$ cat src/hw/rtl/tme_pkg.sv
package tme_pkg;

    localparam int TapeDepth = 32768;
    localparam int TapeAw    = $clog2(TapeDepth);
    localparam int PcW       = 16;

    typedef enum logic [3:0] {
        CMD_ADD     = 4'd0,
        CMD_SET     = 4'd1,
        CMD_ADD_OFF = 4'd2,
        CMD_SET_OFF = 4'd3,
        CMD_SHIFT   = 4'd4,
        CMD_MAC     = 4'd5,
        CMD_SEEK    = 4'd6,
        CMD_JZ      = 4'd7,
        CMD_JNZ     = 4'd8,
        CMD_OUT     = 4'd9,
        CMD_IN      = 4'd10,
        CMD_END     = 4'd11
    } t_cmd;

    typedef enum logic [3:0] {
        ST_CLEAR,
        ST_IDLE,
        ST_RD_OFF,
        ST_WAIT_OFF,
        ST_RD_DP,
        ST_WAIT_DP,
        ST_EXEC,
        ST_SEEK_RD,
        ST_SEEK_CHK,
        ST_RESULT
    } t_state;

    typedef struct packed {
        logic [3:0]  cmd;
        logic [16:0] arg_a;
        logic [15:0] arg_b;
        logic [7:0]  in_byte;
    } t_item;

    typedef struct packed {
        logic [15:0] next_pc;
        logic        out_valid;
        logic [7:0]  out_byte;
        logic        halted;
        logic        seek_stuck;
    } t_result;

    // tape port request from the sequencer
    typedef struct packed {
        logic              rd_en;
        logic [TapeAw-1:0] rd_addr;
        logic              wr_en;
        logic [TapeAw-1:0] wr_addr;
        logic [7:0]        wr_data;
    } t_tape_req;

endpackage

$ cat src/hw/rtl/tme_if.sv
interface tme_in_if;
    logic           valid;
    logic           ready;
    tme_pkg::t_item data;
    modport source (output valid, output data, input ready);
    modport sink   (input valid, input data, output ready);
endinterface

interface tme_out_if;
    logic             valid;
    logic             ready;
    tme_pkg::t_result data;
    modport source (output valid, output data, input ready);
    modport sink   (input valid, input data, output ready);
endinterface

$ cat src/hw/rtl/tme_seq.sv
module tme_seq (
    input  logic               i_clk,
    input  logic               i_rst_n,
    tme_in_if.sink             s_in,
    tme_out_if.source          m_out,
    output tme_pkg::t_tape_req o_req,
    input  logic [7:0]         i_rd_data
);
    localparam int Aw = tme_pkg::TapeAw;

    tme_pkg::t_state  r_state, n_state;
    tme_pkg::t_item   r_item;
    logic [Aw-1:0]    r_dp, n_dp;
    logic [15:0]      r_pc, n_pc;
    logic             r_halt, n_halt;
    logic [7:0]       r_off_val;
    logic [Aw-1:0]    r_addr, n_addr;
    logic [Aw:0]      r_cnt, n_cnt;
    logic [Aw-1:0]    r_clr;
    tme_pkg::t_result r_res, n_res;
    logic             r_res_valid;
    logic             r_mul_en;
    logic [7:0]       r_prod;

    logic [Aw-1:0] w_off_addr, w_step, w_next_seek;
    logic [7:0]    w_a8;
    logic [15:0]   w_pc_inc;
    logic          w_last_clr;
    tme_pkg::t_cmd w_cmd;

    assign w_cmd      = tme_pkg::t_cmd'(r_item.cmd);
    assign w_a8       = r_item.arg_a[7:0];
    assign w_off_addr = r_dp + r_item.arg_b[Aw-1:0];
    assign w_step     = r_item.arg_a[Aw-1:0];
    assign w_next_seek = r_addr + w_step;
    assign w_pc_inc   = r_pc + 16'd1;
    assign w_last_clr = (r_clr == {Aw{1'b1}});

    assign s_in.ready  = (r_state == tme_pkg::ST_IDLE) && !r_res_valid;
    assign m_out.valid = r_res_valid;
    assign m_out.data  = r_res;

    // next state
    always_comb begin
        n_state = r_state;
        case (r_state)
            tme_pkg::ST_CLEAR:    if (w_last_clr) n_state = tme_pkg::ST_IDLE;
            tme_pkg::ST_IDLE: begin
                if (s_in.valid && s_in.ready) begin
                    if (r_halt) begin
                        n_state = tme_pkg::ST_RESULT;
                    end else begin
                        case (tme_pkg::t_cmd'(s_in.data.cmd))
                            tme_pkg::CMD_ADD_OFF, tme_pkg::CMD_SET_OFF, tme_pkg::CMD_MAC:
                                n_state = tme_pkg::ST_RD_OFF;
                            tme_pkg::CMD_SEEK: n_state = tme_pkg::ST_SEEK_RD;
                            default:           n_state = tme_pkg::ST_RD_DP;
                        endcase
                    end
                end
            end
            tme_pkg::ST_RD_OFF:   n_state = tme_pkg::ST_WAIT_OFF;
            tme_pkg::ST_WAIT_OFF: n_state = (w_cmd == tme_pkg::CMD_MAC) ?
                                            tme_pkg::ST_RD_DP : tme_pkg::ST_EXEC;
            tme_pkg::ST_RD_DP:    n_state = tme_pkg::ST_WAIT_DP;
            tme_pkg::ST_WAIT_DP:  n_state = tme_pkg::ST_EXEC;
            tme_pkg::ST_EXEC:     n_state = tme_pkg::ST_RESULT;
            tme_pkg::ST_SEEK_RD:  n_state = tme_pkg::ST_SEEK_CHK;
            tme_pkg::ST_SEEK_CHK: begin
                if (i_rd_data == 8'd0 || r_cnt == tme_pkg::TapeDepth[Aw:0] - 1'b1) begin
                    n_state = tme_pkg::ST_RESULT;
                end else begin
                    n_state = tme_pkg::ST_SEEK_RD;
                end
            end
            tme_pkg::ST_RESULT:   n_state = tme_pkg::ST_IDLE;
            default:              n_state = tme_pkg::ST_IDLE;
        endcase
    end

    // datapath and tape requests
    always_comb begin
        n_dp   = r_dp;
        n_pc   = r_pc;
        n_halt = r_halt;
        n_addr = r_addr;
        n_cnt  = r_cnt;
        n_res  = r_res;
        o_req  = '0;
        case (r_state)
            tme_pkg::ST_CLEAR: begin
                o_req.wr_en   = 1'b1;
                o_req.wr_addr = r_clr;
            end
            tme_pkg::ST_IDLE: begin
                n_cnt = '0;
                n_addr = r_dp;
                // hold the pending result beat until a new item is taken
                if (s_in.valid && s_in.ready) begin
                    n_res = '0;
                    n_res.next_pc = r_pc;
                    n_res.halted  = r_halt;
                end
            end
            tme_pkg::ST_RD_OFF: begin
                o_req.rd_en   = 1'b1;
                o_req.rd_addr = w_off_addr;
            end
            tme_pkg::ST_RD_DP: begin
                o_req.rd_en   = 1'b1;
                o_req.rd_addr = r_dp;
            end
            tme_pkg::ST_EXEC: begin
                n_pc = w_pc_inc;
                o_req.wr_addr = r_dp;
                case (w_cmd)
                    tme_pkg::CMD_ADD: begin
                        o_req.wr_en = 1'b1;
                        o_req.wr_data = i_rd_data + w_a8;
                    end
                    tme_pkg::CMD_SET: begin
                        o_req.wr_en = 1'b1;
                        o_req.wr_data = w_a8;
                    end
                    tme_pkg::CMD_ADD_OFF: begin
                        o_req.wr_en = 1'b1;
                        o_req.wr_addr = w_off_addr;
                        o_req.wr_data = r_off_val + w_a8;
                    end
                    tme_pkg::CMD_SET_OFF: begin
                        o_req.wr_en = 1'b1;
                        o_req.wr_addr = w_off_addr;
                        o_req.wr_data = w_a8;
                    end
                    tme_pkg::CMD_SHIFT: n_dp = r_dp + w_step;
                    tme_pkg::CMD_MAC: begin
                        o_req.wr_en = 1'b1;
                        o_req.wr_data = i_rd_data + r_prod;
                    end
                    tme_pkg::CMD_JZ:  if (i_rd_data == 8'd0) n_pc = r_item.arg_a[15:0];
                    tme_pkg::CMD_JNZ: if (i_rd_data != 8'd0) n_pc = r_item.arg_a[15:0];
                    tme_pkg::CMD_OUT: begin
                        n_res.out_valid = 1'b1;
                        n_res.out_byte  = i_rd_data;
                    end
                    tme_pkg::CMD_IN: begin
                        o_req.wr_en = 1'b1;
                        o_req.wr_data = r_item.in_byte;
                    end
                    tme_pkg::CMD_END: begin
                        n_pc   = r_pc;
                        n_halt = 1'b1;
                    end
                    default: ;
                endcase
                n_res.next_pc = n_pc;
                n_res.halted  = n_halt;
            end
            tme_pkg::ST_SEEK_RD: begin
                o_req.rd_en   = 1'b1;
                o_req.rd_addr = r_addr;
            end
            tme_pkg::ST_SEEK_CHK: begin
                if (i_rd_data == 8'd0) begin
                    n_dp = r_addr;
                    n_pc = w_pc_inc;
                end else if (r_cnt == tme_pkg::TapeDepth[Aw:0] - 1'b1) begin
                    n_res.seek_stuck = 1'b1;
                    n_pc = w_pc_inc;
                end else begin
                    n_addr = w_next_seek;
                    n_cnt  = r_cnt + 1'b1;
                end
                n_res.next_pc = n_pc;
            end
            default: ;
        endcase
    end

    always_ff @(posedge i_clk) begin
        if (!i_rst_n) begin
            r_state     <= tme_pkg::ST_CLEAR;
            r_dp        <= '0;
            r_pc        <= '0;
            r_halt      <= 1'b0;
            r_clr       <= '0;
            r_res_valid <= 1'b0;
            r_mul_en    <= 1'b0;
        end else begin
            r_state  <= n_state;
            r_dp     <= n_dp;
            r_pc     <= n_pc;
            r_halt   <= n_halt;
            r_clr    <= r_clr + 1'b1;
            r_mul_en <= (r_state == tme_pkg::ST_WAIT_OFF);
            if (r_state == tme_pkg::ST_RESULT) begin
                r_res_valid <= 1'b1;
            end else if (m_out.ready) begin
                r_res_valid <= 1'b0;
            end
        end
    end

    always_ff @(posedge i_clk) begin
        r_addr <= n_addr;
        r_cnt  <= n_cnt;
        r_res  <= n_res;
        if (s_in.valid && s_in.ready) begin
            r_item <= s_in.data;
        end
        if (r_state == tme_pkg::ST_WAIT_OFF) begin
            r_off_val <= i_rd_data;
        end
        // product registered ahead of the add
        if (r_mul_en) begin
            r_prod <= 8'(w_a8 * r_off_val);
        end
    end
endmodule

$ cat src/flat_wrapper.sv
// flat-port wrapper written by rule: the top's interface ports become plain ports
module tme_seq_flat 
  (i_clk, i_rst_n, o_req, i_rd_data, s_in_valid, s_in_data, s_in_ready, m_out_valid, m_out_data, m_out_ready);
  tme_in_if s_in_i ();
  tme_out_if m_out_i ();
  input  logic i_clk;
  input  logic i_rst_n;
  output tme_pkg::t_tape_req o_req;
  input  logic [7:0] i_rd_data;
  input wire logic [$bits(s_in_i.valid)-1:0] s_in_valid;
  input wire logic [$bits(s_in_i.data)-1:0] s_in_data;
  output wire logic [$bits(s_in_i.ready)-1:0] s_in_ready;
  output wire logic [$bits(m_out_i.valid)-1:0] m_out_valid;
  output wire logic [$bits(m_out_i.data)-1:0] m_out_data;
  input wire logic [$bits(m_out_i.ready)-1:0] m_out_ready;
  assign s_in_i.valid = s_in_valid;
  assign s_in_i.data = s_in_data;
  assign s_in_ready = s_in_i.ready;
  assign m_out_valid = m_out_i.valid;
  assign m_out_data = m_out_i.data;
  assign m_out_i.ready = m_out_ready;
  tme_seq u_core (.i_clk(i_clk), .i_rst_n(i_rst_n), .s_in(s_in_i), .m_out(m_out_i), .o_req(o_req), .i_rd_data(i_rd_data));
endmodule
$ cat config.mk
export PLATFORM = sky130hd
export DESIGN_NAME = tme_seq_flat
export DESIGN_NICKNAME = d
export VERILOG_FILES = /design/src/hw/rtl/tme_pkg.sv /design/src/hw/rtl/tme_if.sv /design/src/hw/rtl/tme_seq.sv /design/src/flat_wrapper.sv
export SDC_FILE = /design/constraint.sdc
export NUM_CORES = 1
export LEC_CHECK = 0
export ABC_CLOCK_PERIOD_IN_PS = 8200
export BUFFER_PORTS_ARGS = -buffer_cell sky130_fd_sc_hd__buf_4
export CAP_MARGIN = 30
export CORE_UTILIZATION = 45
export CTS_BUF_LIST = sky130_fd_sc_hd__clkbuf_16
export DETAILED_ROUTE_END_ITERATION = 16
export PLACE_DENSITY = 0.72
export SYNTH_ARGS = -nofsm -noshare
export SYNTH_HDL_FRONTEND = slang
export SYNTH_SLANG_ARGS = --single-unit
$ cat constraint.sdc
create_clock -name i_clk -period 8.2 [get_ports i_clk]
set_input_delay 1.64 -clock i_clk [delete_from_list [all_inputs] [get_ports i_clk]]
set_output_delay 1.64 -clock i_clk [all_outputs]
set_load 0.02 [all_outputs]
After elaboration in Yosys (flattened, before gate mapping)
Cells that the tools add are included.
Widths: inputs -> output; s select.

operators by class
  bitwise operators = 0
  shift-type cells = 0
  multipliers = 1
  add/sub/neg operators = 9
  equality and inequality tests = 33
  reductions and logical operators = 24
  multiplexer cells = 38
  divide/modulo/power cells = 0
  magnitude comparators = 0

operator list
  cell                   number
  $pmux 16 s3            3
  $mux 16                6
  $pmux 16 s2            3
  $mux 15                5
  $pmux 15 s2            2
  $add 15x15->15         3
  $pmux 8 s5             1
  $eq 4x3->1 const B     9
  $pmux 4 s9             1
  $add 16x1->16 const B  2
  $mux 27                1
  $add 8x8->8            3
  $eq 4x2->1 const B     6
  $eq 4x4->1 const B     6
  $pmux 10 s2            1
  $eq 16x15->1 const B   1
  $mux 4                 4
  $add 15x1->15 const B  1
  $eq 15x15->1 const B   1
  $ne 2x2->1 const B     5
  $mux 9                 1
  $reduce_and 3->1       3
  $eq 4x1->1 const B     2
  $logic_not 4->1        2
  other kinds (19)       33

storage, ports and cells
  bits in writable memories = 0
  output and inout bits = 69
  memories kept = 0
  bits in read-only memories = 0
  bits in latches = 0
  input bits = 57
  register bits after elaboration = 170
  word-level logic and storage cells = 125

Depth between registers and ports, before layout
Gate-level depths: netlist of run 1.

  depth in word-level cells = 6
  depth in mapped cells = 14
  depth with buffers taken out = 14

Least setup slack after synthesis of run 1
Ideal clock, no wire load.

  path kind = in2out
  start = input i_rd_data[0]
  end = output o_req[6] in the netlist's numbering
  setup slack = 3296 ps
  required time = 6560 ps
  cell stages on the path = 11
  arrival = 3264 ps
  buffers on the path = 0
  cell sequence = ha_1 -> inv_1 -> fa_1 -> inv_1 -> a21oi_1 -> o21bai_1 -> a21o_1 -> a21oi_1 -> xnor2_1 -> nand2_1 -> a21oi_1

RTL lines
  what         line               RTL
  from (decl)  flat_wrapper.sv:9  input logic [7:0] i_rd_data;
  to (decl)    flat_wrapper.sv:8  output tme_pkg::t_tape_req o_req;

==> metrics.md, run 1 <==
| Metric | Value |
|---|---|
| Rel. slew slack | `39.36%` |
| CTS max path bufs | `2` |
| Slowest CP cell | `nor2_2` |
| Final Max Slew Viols | `0` |
| Final Hold Viols | `0` |
| Synth Instances | `1229` |
| TritonCTS Buffers | `17` |
| Mux contribution to synthesized area | `1.591%` |
| Layout fillers | `2254` |
| Initial DRC count | `892` |
| Critical path cell sequence | `nand2b_1 > nor2_2 > o21ai_0 > ha_1 > a21o_1 > a21oi_1 > o21bai_1 > a21oi_1 > a21oi_1 > xnor2_1 > a221oi_1 > nor2_1 > buf_4` |
| Max Freq | `0.1665 GHz` |
| Initial core utilization | `45.90%` |
| Xor-xnor portion of the synthesized cell area | `7.870%` |
| HP Class | `register to register` |
| Dpl hpwl | `22260 um` |
| Met1 Usage GRT | `31.57%` |
| MaxCap Viol Count | `0` |
| CTS root buf | `clkbuf_16` |
| Synthesized cell area | `11560 um^2` |
| Gr usage total | `23.81%` |
| Synthesized area per cell | `9.405 um^2` |
| Final period demand of the worst path | `6.007 ns` |
| PortBufs | `123` |
| Setup-failing EPs final | `0` |
| Initial antenna violation count | `0` |
| Cells after DPL | `1643` |
| Crit Path Category | `register to output port` |
| Chip width | `162.3 um` |
| CP Capture Type | `output port` |
| IO Pins | `126` |
| CP required | `6.56 ns` |
| RSZ-0062 raised after global routing | `false` |
| Layout area overhead | `15.32%` |
| Met3 Usage GRT | `2.988%` |
| Pwr per Cell Area | `129.8 nW/um^2` |
| CTS tree | `built` |
| Final Hold Slack | `0.4923 ns` |
| Area leader, netlist | `edfxtp_1` |
| Top FF cell, synth | `edfxtp_1` |
| Vias | `9631` |
| Synth cell count leaders | `edfxtp_1, nand2_1, nor2_1, a21oi_1, o21ai_0` |
| Max incr delay on CP | `0.63 ns` |
| Vias in the first global route | `9230` |
| Cts repair resizes | `0` |
| Multi-input logic area | `6563 um^2` |
| Cell family with most CP delay | `compound AO/OA/AOI/OAI gates` |
| CTS H-tree lvls | `4` |
| Final nets | `1482` |
| P_leak | `5.273 nW` |
| Skew-Pair Late Insertion Delay | `0.43 ns` |
| Drt first pass iters | `5` |
| Largest family of logic cells by synthesized area | `compound AO/OA/AOI/OAI gates` |
| Clk sinks | `170` |
| Gp weighted congestion | `0.9031` |
| Cell Rows | `58` |
| Critical path startpoint category | `register` |
| GR peak layer | `met2` |
| Final design utilization | `52.93%` |
| Run status | `finished clean` |
| Cell repeated most along the worst path | `a21oi_1` |
| Setup bufs post-CTS | `0` |
| Synth Register Bits | `170` |
| Final Instance Count excl. Fillers | `1676` |
| Most common cell in the synthesized netlist | `edfxtp_1` |
| Worst VDD drop | `0.0001140 V` |
| Routed wire length | `30910 um` |
| Post-synthesis compound-gate area fraction | `18.61%` |
| YS warnings | `0` |
| Gr ovfl total | `0` |
| Synth Area in Simple Gates | `17.55%` |
| CP max FO | `16` |
| Die height | `162.3 um` |
| Drt drc | `0` |
| TNS Setup | `0 ns` |
| Via-to-Cell Ratio | `5.746` |
| Share of the synthesized area in the top cell type | `30.40%` |
| Die Footprint | `26330 um^2` |
| Layout cells sized above 1 | `15.53%` |
| Post-synth ARST share | `0%` |
| Clk_skew | `0.01277 ns` |
| Tcrit/Tclk final | `73.25%` |
| WL per Instance | `18.44 um` |
| Crit path buf inv count | `1` |
| Yosys cell types | `79` |
| Synth top area cells | `edfxtp_1, dfxtp_1, ha_1` |
| Clock transition at path regs | `0.07 ns` |
| Global-route wire length before repair | `48220 um` |
| Cts hold-fix bufs | `0` |
| Post-synth EDFFs | `117` |
| Register area share after synthesis | `39.58%` |
| Routed Antenna Nets | `0` |
| Storage element area | `4574 um^2` |
| Ant. Diodes | `0` |
| Largest net degree at the start of global routing | `55` |
| Core area | `25180 um^2` |
| Adder-cell share of the synthesized area | `11.06%` |
| Syn Nets | `1378` |
| CP arrival | `4.37 ns` |
| Routing usage on met2 | `38.54%` |
| Worst-margin pin slew | `0.9063 ns` |
| Total power | `1.730 mW` |
[cell usage in the layout, fill, tap and decap left out, types with 6 or more instances in the layout]
master | Yosys | routed
a21o_1 | 19 | 19
a21oi_1 | 101 | 101
a221oi_1 | 12 | 12
a22oi_1 | 21 | 21
and2_1 | 61 | 61
and3_1 | 15 | 15
buf_4 | 3 | 131
clkbuf_16 | 0 | 17
dfxtp_1 | 53 | 53
edfxtp_1 | 117 | 117
fa_1 | 17 | 17
ha_1 | 75 | 75
inv_1 | 56 | 55
mux2_2 | 7 | 7
mux2i_1 | 6 | 6
nand2_1 | 112 | 112
nand2b_1 | 14 | 14
nand3_1 | 29 | 29
nor2_1 | 103 | 103
nor2b_1 | 13 | 13
nor3_1 | 16 | 16
nor3b_1 | 9 | 8
o211ai_1 | 7 | 7
o21a_1 | 9 | 9
o21ai_0 | 88 | 88
o21ai_1 | 18 | 18
or2_2 | 6 | 6
xnor2_1 | 57 | 57
xor2_1 | 45 | 45
[through the flow]
| step | instance area (um^2) | worst slack (ns) |
|---|---|---|
| floorplan | 11560 | 3.296 |
| global placement | 12750 | 2.809 |
| detailed placement | 12750 | 2.732 |
| CTS | 13310 | 2.259 |
| global route | 13330 | 1.987 |
| finish | 13330 | 2.193 |
[path summary, 6_finish.rpt]
check | from | endpoint | slack (ns) | depth (start not counted)
worst min register to register | u_core.r_clr[0] | u_core.r_clr[0] | 0.49 | 1
worst min-delay path | u_core.r_clr[0] | u_core.r_clr[0] | 0.49 | 1
worst max register to register | u_core.r_item[26] | u_core.r_prod[7] | 4.06 | 12
worst max-delay path | u_core.w_cmd[2] | o_req[7] | 2.19 | 13
[routing by layer]
| metal | vias up | routed length (um) | share of wire, % |
|---|---|---|---|
| met5 | - | 0 | 0 |
| met4 | 0 | 1236 | 4.0 |
| met3 | 64 | 1983 | 6.4 |
| met2 | 362 | 14430 | 47 |
| met1 | 4581 | 13260 | 43 |
| li1 | 4624 | - | - |
[state kept, by name (all words and copies together) (netlist names)]
signal and cells:
u_core.r_item 39, u_core.m_out.data 27, u_core.r_cnt 16, u_core.r_pc 16, u_core.r_addr 15, u_core.r_clr 15, u_core.r_dp 15, u_core.r_off_val 8
u_core.r_prod 8, u_core.r_state 4, u_core.w_cmd 4, u_core.m_out.valid 1, u_core.r_halt 1, u_core.r_mul_en 1
[kinds of logic (layout without fill, tap and decap cells)]
logic type / after synthesis / in the layout
compound gates: 335 / 335
xor+xnor: 103 / 103
fa+ha+maj: 92 / 92
buf+inv: 104 / 221
flops: 170 / 170
mux: 15 / 15
simple gates: 410 / 410
[cell type report]
type / instances / share of cell area [%]
Clock buffer: 17 / 3.192
Inverter: 57 / 1.624
Timing Repair Buffer: 132 / 7.528
Multi-Input combinational cell: 955 / 49.24
Tap cell: 330 / 3.098
Sequential cell: 170 / 34.32
Clock inverter: 15 / 1.004
[where the power goes]
group	switching [mW]	leakage [nW]	total, mW	internal, mW
Sequential	0.00147	1.45	0.911	0.910
Clock	0.372	0.276	0.771	0.399
Combinational	0.0218	3.54	0.0481	0.0263
Total	0.395	5.27	1.73	1.33
(Power assumes the default switching activity.)
==> run 2: changes to the inputs <==
--- a/config.mk
+++ b/config.mk
@@ -5,7 +5,7 @@
 export SDC_FILE = /design/constraint.sdc
 export NUM_CORES = 1
 export LEC_CHECK = 0
-export ABC_CLOCK_PERIOD_IN_PS = 8200
+export ABC_CLOCK_PERIOD_IN_PS = 5700
 export BUFFER_PORTS_ARGS = -buffer_cell sky130_fd_sc_hd__buf_4
 export CAP_MARGIN = 30
 export CORE_UTILIZATION = 45
==> constraint.sdc (replaced) <==
create_clock -name i_clk -period 5.7 [get_ports i_clk]
set_input_delay 1.14 -clock i_clk [delete_from_list [all_inputs] [get_ports i_clk]]
set_output_delay 1.14 -clock i_clk [all_outputs]
set_load 0.02 [all_outputs]
==> run 2 against run 1 <==
  * Sequential cell count stayed put
  * Largest cell class unchanged
  * Register-to-register slack worse by 2.5 ns
  * Power grew 45%
  * Highest routed layer unchanged
  * Via count up 0.88%
  * Critical path type unchanged
  * Sequential share of layout area is essentially flat
  * Hold slack worse by 0.012 ns
  * Die area unchanged
  * Utilization barely moved
==> metrics.md, run 2 (synthesis gave the netlist of run 1 again) <==
| Metric | Value |
|---|---|
| Total power | `2.508 mW (was 1.730 mW)` |
| HP Start | `u_core.r_clr[0] (unchanged)` |
| CTS H-tree lvls | `4 (unchanged)` |
| Crit path to | `o_req[7] (unchanged)` |
| Die height | `162.3 um (unchanged)` |
| Dpl hpwl | `22300 um (was 22260 um)` |
| IO Pins | `126 (unchanged)` |
| Max Freq | `0.1952 GHz` |
| Tcrit/Tclk final | `89.86%` |
| Skew-Pair Late Insertion Delay | `0.45 ns (was 0.43 ns)` |
| Crit Path Category | `register to output port (unchanged)` |
| WL per Instance | `18.58 um (was 18.44 um)` |
| Layout cells sized above 1 | `15.44% (was 15.53%)` |
| Core area | `25180 um^2 (unchanged)` |
| Drt drc | `0 (unchanged)` |
| RSZ-0062 raised after global routing | `false (unchanged)` |
| Gp weighted congestion | `0.9152 (was 0.9031)` |
| HP Class | `register to register (unchanged)` |
| Gr ovfl total | `0 (unchanged)` |
| Multi-input logic area | `6563 um^2 (unchanged)` |
| Pwr per Cell Area | `188.0 nW/um^2 (was 129.8 nW/um^2)` |
| Final period demand of the worst path | `5.122 ns` |
| R2r endpoint | `u_core.r_prod[7] (unchanged)` |
| Cell Rows | `58 (unchanged)` |
| Final nets | `1483 (was 1482)` |
| Via-to-Cell Ratio | `5.794 (was 5.746)` |
| Storage element area | `4574 um^2 (unchanged)` |
| TritonCTS Buffers | `17 (unchanged)` |
| CP Capture Type | `output port (unchanged)` |
| Largest net degree at the start of global routing | `55 (unchanged)` |
| Setup bufs post-CTS | `0 (unchanged)` |
| Run status | `finished clean (unchanged)` |
| Cell repeated most along the worst path | `a21oi_1 (unchanged)` |
| Layout fillers | `2231 (was 2254)` |
| CP max FO | `16 (unchanged)` |
| CP required | `4.56 ns (was 6.56 ns)` |
| Pre-CTS setup slack | `1.100 ns (was 2.732 ns)` |
| Worst r2r path cells | `12 (unchanged)` |
| Flop2flop setup slack | `1.59 ns (was 4.06 ns)` |
| Ant. Diodes | `0 (unchanged)` |
| Final Instance Count excl. Fillers | `1677 (was 1676)` |
| Routed wire length | `31160 um (was 30910 um)` |
| Critical path depth in cells | `14 (was 13)` |
| Cells after DPL | `1644 (was 1643)` |
| R2R Path Start | `u_core.r_item[26] (unchanged)` |
| Initial DRC count | `855 (was 892)` |
| TNS Setup | `0 ns (unchanged)` |
| Clk_skew | `0.008370 ns (was 0.01277 ns)` |
| Final Max Slew Viols | `0 (unchanged)` |
| PortBufs | `123 (unchanged)` |
| Setup-failing EPs final | `0 (unchanged)` |
| Clk sinks | `170 (unchanged)` |
| Critical path cell sequence | `nand2b_1 > buf_4 > nor2_2 > o21ai_0 > ha_1 > a21o_1 > a21oi_1 > o21bai_1 > a21oi_1 > a21oi_1 > xnor2_1 > a221oi_1 > nor2_1 > buf_4 (was nand2b_1 > nor2_2 > o21ai_0 > ha_1 > a21o_1 > a21oi_1 > o21bai_1 > a21oi_1 > a21oi_1 > xnor2_1 > a221oi_1 > nor2_1 > buf_4)` |
| Final Hold Slack | `0.4800 ns (was 0.4923 ns)` |
| Cts hold-fix bufs | `0 (unchanged)` |
| Initial antenna violation count | `1 (was 0)` |
| Final Hold Viols | `0 (unchanged)` |
| Routed Antenna Nets | `0 (unchanged)` |
| Vias in the first global route | `9118 (was 9230)` |
| Chip width | `162.3 um (unchanged)` |
| Worst Hold Depth | `1 (unchanged)` |
| Biggest register | `u_core.r_item (unchanged)` |
| Worst VDD drop | `0.0001724 V (was 0.0001140 V)` |
| Max reg flops | `39 (unchanged)` |
| CP arrival | `3.98 ns (was 4.37 ns)` |
| Initial core utilization | `45.90% (unchanged)` |
| Most common cell after layout, fill and taps aside | `buf_4 (unchanged)` |
| Max incr delay on CP | `0.60 ns (was 0.63 ns)` |
| Rel. slew slack | `31.46% (was 39.36%)` |
| Worst-margin pin slew | `1.020 ns (was 0.9063 ns)` |
| Vias | `9716 (was 9631)` |
| CTS tree | `built (unchanged)` |
| Commonest non-fill, non-tap cells in the layout | `buf_4, edfxtp_1, nand2_1 (unchanged)` |
| Slowest CP cell | `edfxtp_1 (was nor2_2)` |
| CTS root buf | `clkbuf_16 (unchanged)` |
| Cell family with most CP delay | `compound AO/OA/AOI/OAI gates (unchanged)` |
| Critical path startpoint category | `register (unchanged)` |
| Crit path buf inv count | `2 (was 1)` |
| CTS max path bufs | `2 (unchanged)` |
| P_leak | `5.278 nW (was 5.273 nW)` |
| MaxCap Viol Count | `0 (unchanged)` |
| Gr usage total | `24.14% (was 23.81%)` |
| Drt first pass iters | `5 (unchanged)` |
| Worst Setup SP | `u_core.w_cmd[2] (unchanged)` |
| Global-route wire length before repair | `48650 um (was 48220 um)` |
| Layout area overhead | `15.40% (was 15.32%)` |
| Cts repair resizes | `0 (unchanged)` |
| Post-route setup slack | `0.5777 ns (was 2.193 ns)` |
| Die Footprint | `26330 um^2 (unchanged)` |
| Clock transition at path regs | `0.07 ns (about the same)` |
-- run 2: area by class of cell --
type	instances	area share (%)
multi-input combinational	955	49.20
timing repair buffer	133	7.617
clock buffer	18	3.377
tap	330	3.095
clock inverter	14	0.7973
sequential	170	34.29
inverter	57	1.623
-- run 2: metal layers --
metal  wire length (um)  track usage [%]  up-vias
met1              13240            32.00     4628
met5                  0                0        -
li1                   -                -     4626
met4                918            8.791        0
met2              14430            39.30      402
met3               2557            4.341       60
-- run 2: worst min path at each step --
stage | endpoint | slack [ns]
after floorplan | u_core.r_clr[0] | 0.44
after global placement | u_core.r_clr[0] | 0.45
after detailed placement | u_core.r_clr[0] | 0.46
after CTS | u_core.r_clr[0] | 0.48
after global routing | u_core.r_clr[0] | 0.53
final | u_core.r_clr[0] | 0.48
-- run 2: power breakdown --
part           total [mW]  switching (mW)  internal (mW)  leakage, nW
sequential           1.31         0.00203           1.31         1.45
combinational      0.0702          0.0325         0.0377         3.55
clock                1.13           0.536          0.591        0.274
total                2.51           0.570           1.94         5.28
-- run 2: through the flow --
step | util (%) | instance area, um^2
after global placement | 50.60 | 12740
after CTS | 52.89 | 13320
after global routing | 52.97 | 13340
after floorplan | - | 11560
after detailed placement | 50.68 | 12760
final | 52.97 | 13340
==> run 3: changes to the inputs <==
--- a/config.mk
+++ b/config.mk
@@ -8,6 +8,7 @@
 export ABC_CLOCK_PERIOD_IN_PS = 5700
 export BUFFER_PORTS_ARGS = -buffer_cell sky130_fd_sc_hd__buf_4
 export CAP_MARGIN = 30
+export CORE_MARGIN = 2
 export CORE_UTILIZATION = 45
 export CTS_BUF_LIST = sky130_fd_sc_hd__clkbuf_16
 export DETAILED_ROUTE_END_ITERATION = 16
==> run 3 against run 2 <==
  * Sequential share of layout area is essentially flat
  * Cell count is essentially flat
  * Non-clock buffer count shrank 1
  * Routed wire length grew 0.57%
  * Power grew 0.95%
  * Critical endpoint unchanged
==> metrics.md, run 3 (synthesis gave the netlist of run 1 again) <==
| Metric | Value |
|---|---|
| Run status | `finished clean (unchanged)` |
| Setup-failing EPs final | `0 (unchanged)` |
| Dpl hpwl | `22690 um (was 22300 um)` |
| Worst-margin pin slew | `0.9432 ns (was 1.020 ns)` |
| Routed Antenna Nets | `0 (unchanged)` |
| Clk sinks | `170 (unchanged)` |
| Most common cell after layout, fill and taps aside | `buf_4 (unchanged)` |
| Cts hold-fix bufs | `0 (unchanged)` |
| Gr usage total | `23.89% (was 24.14%)` |
| Setup bufs post-CTS | `0 (unchanged)` |
| Initial antenna violation count | `0 (was 1)` |
| Worst r2r path cells | `12 (unchanged)` |
| Clock power share | `45.4% (was 44.9%)` |
| Clock transition at path regs | `0.07 ns (about the same)` |
| Pwr per Cell Area | `189.7 nW/um^2 (was 188.0 nW/um^2)` |
| Storage element area | `4574 um^2 (unchanged)` |
| Pint | `1.949 mW (was 1.937 mW)` |
| MaxCap Viol Count | `0 (unchanged)` |
| Layout fillers | `2262 (was 2231)` |
| HP Class | `register to register (unchanged)` |
| Cells after DPL | `1643 (was 1644)` |
| Vias in the first global route | `9502 (was 9118)` |
| Die height | `164.3 um (was 162.3 um)` |
| Gp weighted congestion | `0.8962 (was 0.9152)` |
| Routed wire length | `31330 um (was 31160 um)` |
| CTS H-tree lvls | `4 (unchanged)` |
| Core area | `25180 um^2 (unchanged)` |
| Sw frac | `22.99% (was 22.74%)` |
| CP arrival | `4.20 ns (was 3.98 ns)` |
| Tcrit/Tclk final | `93.69% (was 89.86%)` |
| Commonest non-fill, non-tap cells in the layout | `buf_4, edfxtp_1, nand2_1 (unchanged)` |
| Final Hold Slack | `0.4778 ns (was 0.4800 ns)` |
| CP max FO | `16 (unchanged)` |
| Vias | `9737 (was 9716)` |
| Gr ovfl total | `0 (unchanged)` |
| Global-route wire length before repair | `49800 um (was 48650 um)` |
| Metal2 WL | `14630 um (was 14430 um)` |
| CP required | `4.56 ns (about the same)` |
| CTS tree | `built (unchanged)` |
| Initial DRC count | `894 (was 855)` |
| Psw | `0.5820 mW (was 0.5702 mW)` |
| Skew-Pair Late Insertion Delay | `0.44 ns (was 0.45 ns)` |
| Pre-CTS setup slack | `0.7888 ns (was 1.100 ns)` |
| Final nets | `1482 (was 1483)` |
| Worst VDD drop | `0.0001738 V (was 0.0001724 V)` |
| Crit Path Category | `register to output port (unchanged)` |
| TNS Setup | `0 ns (unchanged)` |
| Biggest register | `u_core.r_item (unchanged)` |
| Drt first pass iters | `5 (unchanged)` |
| CP Capture Type | `output port (unchanged)` |
| WL per Instance | `18.70 um (was 18.58 um)` |
| RSZ-0062 raised after global routing | `false (unchanged)` |
| Final period demand of the worst path | `5.340 ns (was 5.122 ns)` |
| Drt drc | `0 (unchanged)` |
| Clk_skew | `0.01060 ns (was 0.008370 ns)` |
| Die Footprint | `26980 um^2 (was 26330 um^2)` |
| Multi-input logic area | `6568 um^2 (was 6563 um^2)` |
| Largest net degree at the start of global routing | `55 (unchanged)` |
| TritonCTS Buffers | `17 (unchanged)` |
| PortBufs | `123 (unchanged)` |
| Rel. slew slack | `36.89% (was 31.46%)` |
| Critical path startpoint category | `register (unchanged)` |
| Via-to-Cell Ratio | `5.810 (was 5.794)` |
| Layout area overhead | `15.47% (was 15.40%)` |
| CTS root buf | `clkbuf_16 (unchanged)` |
| P_leak | `5.281 nW (was 5.278 nW)` |
| Final Instance Count excl. Fillers | `1676 (was 1677)` |
| Max Freq | `0.1872 GHz (was 0.1952 GHz)` |
| Cell Rows | `58 (unchanged)` |
| Initial core utilization | `45.90% (unchanged)` |
| Layout cells sized above 1 | `15.53% (was 15.44%)` |
| CTS max path bufs | `2 (unchanged)` |
| Post-route setup slack | `0.3595 ns (was 0.5777 ns)` |
| Ant. Diodes | `0 (unchanged)` |
| Worst Hold Depth | `1 (unchanged)` |
| Seq pwr share | `51.8% (was 52.3%)` |
| Cts repair resizes | `0 (unchanged)` |
| Chip width | `164.3 um (was 162.3 um)` |
| IO Pins | `126 (unchanged)` |
| Final Hold Viols | `0 (unchanged)` |
| Max Used Layer | `met4 (unchanged)` |
| Met3 WL | `2394 um (was 2557 um)` |
| Comb power frac | `2.8% (about the same)` |
| Final Max Slew Viols | `0 (unchanged)` |
| DRT met1 WL | `13160 um (was 13240 um)` |
| Max reg flops | `39 (unchanged)` |
-- run 3: metrics by stage --
step / util (%) / power, mW / instance area (um^2)
2_1_floorplan: - / 1.364 / 11560
3_3_place_gp: 50.63 / 1.407 / 12750
3_5_place_dp: 50.63 / 1.408 / 12750
4_1_cts: 52.90 / 2.543 / 13320
5_1_grt: 53.00 / 2.606 / 13350
6_report: 53.00 / 2.531 / 13350
-- run 3: worst max-delay path: stages, from the launching register on --
cell and delay, ns:
edfxtp_1 0.61, nand2b_1 0.48, nor2_4 0.48, mux2_2 0.39, ha_1 0.19, a21o_1 0.16
a21oi_1 0.22, o21bai_1 0.11, a21oi_1 0.24, a21oi_1 0.12, xnor2_1 0.14, a221oi_1 0.34
nor2_1 0.09, buf_4 0.19
-- run 3: final cells by class --
type | count | area share, %
Clock buffer | 18 | 3.375
Inverter | 57 | 1.622
Tap cell | 330 | 3.094
Sequential cell | 170 | 34.27
Multi-Input combinational cell | 955 | 49.21
Timing Repair Buffer | 132 | 7.518
Clock inverter | 14 | 0.9093
-- run 3: final timing paths --
kind,from,slack (ns),endpoint
hold reg to reg,u_core.r_clr[0],0.48,u_core.r_clr[0]
setup reg to reg,u_core.r_item[26],1.60,u_core.r_prod[7]
setup / recovery,u_core.w_cmd[2],0.36,o_req[7]
hold / removal,u_core.r_clr[0],0.48,u_core.r_clr[0]
-- run 3: power by group through the flow --
| stage | sequential [mW] | combinational (mW) | clock (mW) |
|---|---|---|---|
| 2_1_floorplan | 1.34 | 0.0261 | 0 |
| 3_3_place_gp | 1.34 | 0.0686 | 0 |
| 3_5_place_dp | 1.34 | 0.0698 | 0 |
| 4_1_cts | 1.31 | 0.0701 | 1.16 |
| 5_1_grt | 1.31 | 0.0766 | 1.22 |
| 6_report | 1.31 | 0.0704 | 1.15 |
-- run 3: metal layers --
layer  up-vias  GRT usage (%)
li1       4630              -
met1      4604          31.03
met2       435          39.24
met3        68          4.167
met4         0          10.17
met5         -              0
